## src/hdl/fmr_pkg.sv

```systemverilog
// Package for the custom-format float multiplier: format constants and rounding mode codes.
// Has no dependencies; used by float_multiplier_round_modes.
`default_nettype none
package fmr_pkg;
	localparam int FloatBits = 32;
	localparam int ManBits = 23;
	localparam int WordBits = 32;
	localparam int ModeBits = 3;

	typedef enum logic [ModeBits-1:0] {
		RND_TRUNC     = 3'd0,
		RND_SIGN_STKY = 3'd1,
		RND_HALF_UP   = 3'd2,
		RND_G_AND_R   = 3'd3,
		RND_INF       = 3'd4,
		RND_ZERO      = 3'd5,
		RND_EVEN      = 3'd6,
		RND_ODD       = 3'd7
	} rnd_sel_t;
endpackage
`default_nettype wire

```

## src/hdl/float_multiplier_round_modes.sv

```systemverilog
// Multiplier for a custom float format (hidden one, no specials) with eight rounding modes.
// Depends on fmr_pkg for format defaults and rounding mode codes.
// Throughput: one beat per cycle unless m_tready stalls the output; stage 1 registers the
// mantissa product, stage 2 normalizes, rounds and holds the result in the output register.
// Reset: arst_n clears the valid flags and sets the rounding mode register to truncate.
`default_nettype none
module float_multiplier_round_modes #(
	parameter int FLOAT_BITS = fmr_pkg::FloatBits,
	parameter int MAN_BITS = fmr_pkg::ManBits
) (
	input  wire logic        clk,
	input  wire logic        arst_n,
	input  wire logic        cfg_valid,
	output logic             cfg_ready,
	input  wire logic [fmr_pkg::ModeBits-1:0] cfg_data,
	input  wire logic        s_tvalid,
	output logic             s_tready,
	input  wire logic [63:0] s_tdata,   // operand_x [31:0], operand_y [63:32]
	output logic             m_tvalid,
	input  wire logic        m_tready,
	output logic [31:0]      m_tdata    // product [31:0]
);
	import fmr_pkg::*;

	localparam int EB = FLOAT_BITS - MAN_BITS - 1;
	localparam int MW = MAN_BITS + 1;
	localparam int PW = 2 * MW;

	rnd_sel_t mode_q;
	logic [FLOAT_BITS-1:0] x, y;
	logic [FLOAT_BITS-2:0] zero_code;
	logic v_s1, v_s2;
	logic s_s1, z_s1;
	logic [EB-1:0] e_s1;
	logic [PW-1:0] p_s1;
	logic [FLOAT_BITS-1:0] res_s2;
	logic adv1, adv2;

	assign cfg_ready = 1'b1;
	assign x = s_tdata[FLOAT_BITS-1:0];
	assign y = s_tdata[WordBits +: FLOAT_BITS];
	assign zero_code = {1'b1, {(FLOAT_BITS-2){1'b0}}};

	assign adv2 = v_s1 && (!v_s2 || m_tready);
	assign adv1 = !v_s1 || adv2;
	assign s_tready = adv1;

	always_ff @(posedge clk or negedge arst_n) begin
		if (!arst_n) begin
			mode_q <= RND_TRUNC;
			v_s1 <= 1'b0;
			v_s2 <= 1'b0;
		end else begin
			if (cfg_valid) mode_q <= rnd_sel_t'(cfg_data);
			if (adv1) v_s1 <= s_tvalid;
			if (adv2) v_s2 <= 1'b1;
			else if (m_tready) v_s2 <= 1'b0;
		end
	end

	always_ff @(posedge clk) begin
		if (adv1 && s_tvalid) begin
			s_s1 <= x[FLOAT_BITS-1] ^ y[FLOAT_BITS-1];
			z_s1 <= (x[FLOAT_BITS-2:0] == zero_code) || (y[FLOAT_BITS-2:0] == zero_code);
			e_s1 <= x[MAN_BITS +: EB] + y[MAN_BITS +: EB];
			p_s1 <= PW'({1'b1, x[MAN_BITS-1:0]}) * PW'({1'b1, y[MAN_BITS-1:0]});
		end
	end

	// Normalize by one place and round.
	logic hi, ulp, g, r, inc;
	logic [MAN_BITS-1:0] mt;
	logic [MW-1:0] mr;
	logic [EB-1:0] ez;
	always_comb begin
		hi = p_s1[PW-1];
		if (hi) begin
			ulp = p_s1[MW];
			g = p_s1[MAN_BITS];
			r = |p_s1[MAN_BITS-1:0];
			mt = p_s1[MW +: MAN_BITS];
		end else begin
			ulp = p_s1[MAN_BITS];
			g = p_s1[MAN_BITS-1];
			r = (MAN_BITS > 1) ? |(p_s1[MAN_BITS-1:0] & ~(MAN_BITS'(1) << (MAN_BITS-1))) : 1'b0;
			mt = p_s1[MAN_BITS +: MAN_BITS];
		end
		unique case (mode_q)
			RND_TRUNC:     inc = 1'b0;
			RND_SIGN_STKY: inc = s_s1 & (g | r);
			RND_HALF_UP:   inc = g;
			RND_G_AND_R:   inc = g & r;
			RND_INF:       inc = g & (~s_s1 | r);
			RND_ZERO:      inc = g & (s_s1 | r);
			RND_EVEN:      inc = g & (ulp | r);
			default:       inc = g & (~ulp | r);
		endcase
		mr = {1'b0, mt} + MW'(inc);
		ez = e_s1 + EB'(hi) + EB'(mr[MAN_BITS]);
	end

	always_ff @(posedge clk) begin
		if (adv2) begin
			if (z_s1) res_s2 <= {s_s1, 1'b1, {(FLOAT_BITS-2){1'b0}}};
			else res_s2 <= {s_s1, ez, mr[MAN_BITS-1:0]};
		end
	end

	assign m_tvalid = v_s2;
	assign m_tdata = 32'(res_s2);

`ifndef SYNTHESIS
	a_in_to_s1: assert property (@(posedge clk) disable iff (!arst_n)
		s_tvalid && s_tready |=> v_s1)
		else $error("accepted beat lost in stage 1");
	a_hold_out: assert property (@(posedge clk) disable iff (!arst_n)
		m_tvalid && !m_tready |=> m_tvalid && $stable(m_tdata))
		else $error("result changed while stalled");
	a_s1_stall: assert property (@(posedge clk) disable iff (!arst_n)
		v_s1 && !adv2 |=> v_s1 && $stable(p_s1))
		else $error("stage 1 overwritten while stalled");
`endif
endmodule
`default_nettype wire
```

## config.mk

```make
export PLATFORM = sky130hd
export DESIGN_NAME = float_multiplier_round_modes
export DESIGN_NICKNAME = d
export VERILOG_FILES = /design/src/hdl/fmr_pkg.sv /design/src/hdl/float_multiplier_round_modes.sv
export SDC_FILE = /design/constraint.sdc
export NUM_CORES = 2
export LEC_CHECK = 0
export BUFFER_PORTS_ARGS = -buffer_cell sky130_fd_sc_hd__buf_2
export CAP_MARGIN = 20
export CORE_UTILIZATION = 30
export CTS_CLUSTER_DIAMETER = 200
export CTS_CLUSTER_SIZE = 28
export DETAILED_ROUTE_END_ITERATION = 16
export PLACE_DENSITY_LB_ADDON = 0.05
export SLEW_MARGIN = 15
export SYNTH_ARGS = -nofsm -noshare
export SYNTH_HDL_FRONTEND = slang
export SYNTH_SLANG_ARGS = --single-unit
```

## constraint.sdc

```tcl
create_clock -name clk -period 5 [get_ports clk]
set_input_delay 1 -clock clk [delete_from_list [all_inputs] [get_ports clk]]
set_output_delay 1 -clock clk [all_outputs]
set_load 0.005 [all_outputs]
```

## After elaboration in Yosys (flattened, before gate mapping)

Cells that the tools add are included.

| word-level totals | value |
|---|---|
| input port bits | 72 |
| output and inout port bits | 35 |
| register bits after elaboration | 95 |
| logic and storage cells | 54 |

| operators by class | value |
|---|---|
| bitwise logic cells | 14 |
| mux-type cells | 7 |
| $mul | 1 |
| reductions and logical operators | 11 |
| add/subtract/negate cells | 4 |
| equal/unequal tests | 8 |

Operators with widths:

| cell | number |
|---|---|
| $eq A31 B31 Y1 const B | 2 |
| $mul A24 B24 Y48 | 1 |
| $add A23 B1 Y24 | 1 |
| $mux W23 | 1 |
| $reduce_or A23 Y1 | 1 |
| $reduce_or A22 Y1 | 1 |
| $add A8 B1 Y8 | 2 |
| $eq A3 B3 Y1 const B | 3 |
| $add A8 B8 Y8 | 1 |
| $pmux W1 S7 | 1 |
| $and A1 B1 Y1 | 6 |
| $eq A3 B2 Y1 const B | 2 |
| $mux W1 | 5 |
| $or A1 B1 Y1 | 5 |
| $eq A3 B1 Y1 const B | 1 |
| $logic_not A3 Y1 | 1 |
| $logic_or A1 B1 Y1 | 3 |
| $logic_and A1 B1 Y1 | 2 |
| $logic_not A1 Y1 | 2 |
| $not A1 Y1 | 2 |
| $reduce_bool A2 Y1 | 1 |
| $xor A1 B1 Y1 | 1 |

## Logic depth before layout (Yosys ltp)

| depth | value |
|---|---|
| depth after elaboration | 7 |
| depth in mapped cells | 26 |
| depth with buffers taken out | 24 |

## Worst setup path before layout

No wires, ideal clock.

| timing | value |
|---|---|
| kind | input-to-reg |
| start | input port s_tdata[8] |
| end | register p_s1[37] (data pin) |
| setup slack | -2.338 ns |
| path buffers | 2 |
| cell stages on the path | 23 |
| setup time | 0.258 ns |
| data required time | 4.742 ns |
| data arrival time | 7.080 ns |
| path through | clkbuf_1 clkbuf_1 nand2_1 fa_1 fa_1 fa_1 inv_1 fa_1 inv_1 fa_1 inv_1 fa_1 inv_1 fa_1 inv_1 ha_1 nand2_1 or3_1 o221a_4 a211o_2 o211a_1 or2_1 xnor2_1 |

| between the ends | value |
|---|---|
| word-level cells in the longest chain between the ends | 1 |

RTL lines:

| element | line | RTL |
|---|---|---|
| start, declared | float_multiplier_round_modes.sv:18 | `input wire logic [63:0] s_tdata,` |
| $mul A24 B24 Y48 | float_multiplier_round_modes.sv:66 | `p_s1 <= PW'({1'b1, x[MAN_BITS-1:0]}) * PW'({1'b1, y[MAN_BITS-1:0]});` |
| end signal, assigned | float_multiplier_round_modes.sv:66 |  |
| end, declared | float_multiplier_round_modes.sv:35 | `logic [PW-1:0] p_s1;` |

Every way passes these cells.
A chain may end at the register's enable or synchronous reset.

## Worst setup path after layout

| timing | value |
|---|---|
| start | input port s_tdata[32] |
| end | register p_s1[37] (data pin) |

The elaborated chain is that of the path after synthesis.

==> metrics.cfg <==
[sta]
setup_ws_ns = -1.88
final-hold-violation-count = 0
worst_pin_slew_ns = 1.00
report.final.setup_viol = 39
setup_skew_after_layout_ns = 0.00972
period_needed_ns = 6.88
hold_ws_ns = 0.444
highest_achievable_clock_rate_ghz = 0.145
timing.final.crit_share_pct = 138
max_slew_violation_count = 0
max_slew_margin_pct = 32.2
setup_total_negative_slack_ns = -55.37
setup_repair_after_global_routing_missed_its_margin = true

[worst_setup_path]
critical_path_peak_fanout = 7
worst-setup-path-type = in -> reg
required_ns = 5.11
timing.critical_path.to_type = flip-flop
worst-endpoint-arrival_ns = 6.99
crit_path_start_kind = input port
reg2reg_setup_slack_ns = 0.63

[route]
wirelength_um = 74300
drt_pass1_iterations = 5
route.detailed.wl_per_inst_um = 19.0
vias = 17500
route.detailed.vias_per_inst = 4.46
drt_drc_violations_left = 0
route.antenna.remaining_nets = 0
drt-initial-drc-count = 823

[synth]
cell_area_after_technology_mapping_sq_um = 23300
yosys-mux-area-fraction_pct = 0.757
synth_common_cells = 586 x inv_1, 484 x fa_1, 316 x nand2_1, 249 x and2_1, 183 x ha_1
synth_top_cell_by_area = fa_1
synth-compound-area-share_pct = 4.65
most_frequent_cell_after_synthesis = inv_1
synthDominantCellAreaShare_pct = 41.6
yosys.area_share.xor_xnor_pct = 3.34
synth-edff-count = 90
synthAdderAreaFrac_pct = 51.4
synth_flop_cell = edfxtp_1
syn_inst = 2513
main_area_contributors_after_synthesis = fa_1 42%, edfxtp_1 12%, ha_1 9.8%, inv_1 9.4%, and2_1 6.7%
yosysUniqueCellTypes = 67
yosysWarnings = 0
synth.ff_latch_count = 95
synth_area_per_cell_sq_um = 9.28
ys_async_sr_fraction_pct = 5.26
largest_family_of_logic_cells_by_synthesized_area = adder cells
synth.yosys.seq_area_share_pct = 12.1
synthesis.nets = 3252
synthSimpleGateAreaFrac_pct = 16.3

[placement]
detailedPlacementHpwl_um = 65600
io_buffers = 105
placed_cells_incl_taps = 3866
place_congestion = 0.844

[finish]
post_layout_nonfiller_instances = 3918
layout-area-overhead-vs-synth_pct = 27.4
area.sequential_sq_um = 2830
share_of_final_layout_standard_cells_stronger_than_drive_strength_1_pct = 25.7
final.fill_count = 7742
multi_input_area_sq_um = 18900
finalNetCount = 3621

[clock_network]
cts_inserted_buffers = 9
h-tree-depth = 3
clk-insertion-delay-late_ns = 0.36
numClockSinks = 95
tritoncts = yes
clk_pin_slew_ns = 0.06
root_buffer = clkbuf_16
cts.hold.buffers_added = 0
clock_path_buffers = 2

[global_routing]
track_usage_pct = 19.3
maximum_number_of_pins_on_one_net_before_global_route_repair = 46
grt_remaining_overflow = 0
global_route_wire_length_before_repair_um = 114000
antenna_violations_before_repair = 2
first_global_vias = 19200

[floorplanning]
initial_core_util_pct = 30.5
dieWidth_um = 281
die-area_sq_um = 78800
design.portCount = 107
floorplan.die.height_um = 281
standard_cell_rows = 101
core-area_sq_um = 76500

[hold_path]
worstHoldPathType = in -> async

[status]
status = complete, but fails checks
failed_checks = negative setup slack

[run]
max-cap-violations = 0

sequential cells by signal (all words and copies together), names as in the netlist:
name and flops:
v_s1 1, z_s1 1, s_s1 1, p_s1 48
m_tdata 32, mode_q 3, e_s1 8, m_tvalid 1
final cells by class:
class / count / area share [%]
Tap cell: 1030 / 4.34
Clock inverter: 6 / 0.447
Multi-Input combinational cell: 1715 / 63.7
Antenna cell: 1 / 0.00843
Sequential cell: 95 / 9.52
Timing Repair Buffer: 472 / 13.7
Inverter: 589 / 7.55
Clock buffer: 10 / 0.771
critical path: stages:
cell and delay, ns:
buf_12 0.12, buf_12 0.14, and2_4 0.14, fa_1 0.45, fa_1 0.50, inv_1 0.05
fa_1 0.49, inv_1 0.05, fa_1 0.47, inv_1 0.05, fa_1 0.49, inv_1 0.05
fa_1 0.48, inv_1 0.05, fa_1 0.50, inv_2 0.06, ha_4 0.27, nand2_2 0.05
or3_4 0.38, o221a_4 0.24, a211o_4 0.35, o211a_4 0.26, or2_1 0.22, xnor2_1 0.12
per-stage QoR:
stage | util [%] | area, sq um | setup WS (ns)
CTS | 38.5 | 29400 | -1.85
global placement | 36.2 | 27700 | -2.60
global route | 38.8 | 29700 | -2.02
finish | 38.8 | 29700 | -1.88
floorplan | - | 24000 | -2.02
detailed placement | 36.2 | 27700 | -2.61
kinds of logic after synthesis:
logic type | after synthesis
AOI/OAI and AO/OA | 165
xor gates and xnor gates | 89
adders and majority gates | 667
buffers and inverters | 703
DFF | 95
muxes | 17
other | 1
and+or+nand+nor | 776
worst paths after layout:
kind / start / endpoint / cells past startpoint
setup reg to reg: p_s1[47] / m_tdata[30] / 18
hold / removal: arst_n / m_tvalid / 1
max in group asynchronous: arst_n / mode_q[2] / 1
min in group clk: s_s1 / m_tdata[31] / 0
hold reg to reg: s_s1 / m_tdata[31] / 0
setup / recovery: s_tdata[32] / p_s1[37] / 24
repair_timing:
item                                    CTS  global route
gates resized for setup                 315            60
cloned                                    2             0
pin swaps                               135            70
setup buffers                            29             7
endpoints found under the setup margin   40            40
per-layer routing:
metal	GRT usage [%]	part of all wire, %	up-vias
met5	0	0	-
met1	28.3	50	8890
li1	-	-	8260
met3	1.26	2.5	64
met4	5.13	2.6	0
met2	30.8	45	275
placed cells by master (no fill, tap or decap), types with 7 or more instances in the layout:
cell / netlist / final
nand2_1: 316 / 302
inv_1: 586 / 532
ha_4: 0 / 27
ha_1: 183 / 155
a21oi_1: 57 / 35
o21ai_2: 0 / 7
nor2_2: 1 / 10
nand2_2: 2 / 9
nor2_1: 97 / 85
xor2_1: 31 / 29
clkbuf_16: 0 / 9
fa_2: 0 / 31
nor2b_1: 7 / 7
fa_1: 484 / 453
a211oi_1: 11 / 11
and2_1: 249 / 219
a21oi_4: 0 / 7
and2_4: 0 / 29
a21oi_2: 0 / 15
a21o_1: 22 / 22
mux2i_1: 12 / 12
nand2b_1: 8 / 8
buf_4: 5 / 303
inv_2: 0 / 52
o21bai_1: 13 / 11
xnor2_1: 58 / 54
o21ai_0: 22 / 9
buf_12: 0 / 19
and3_1: 10 / 10
nand4_1: 19 / 19
nor4_1: 18 / 17
nor3_1: 10 / 7
edfxtp_1: 90 / 90
buf_2: 3 / 66
nand3_1: 29 / 24
nand2_4: 0 / 7
buf_8: 0 / 21
buf_6: 0 / 59
Power is left out: the tool's default activity adds up to more than one toggle a clock period on the data nets, which glitch-free logic cannot reach.
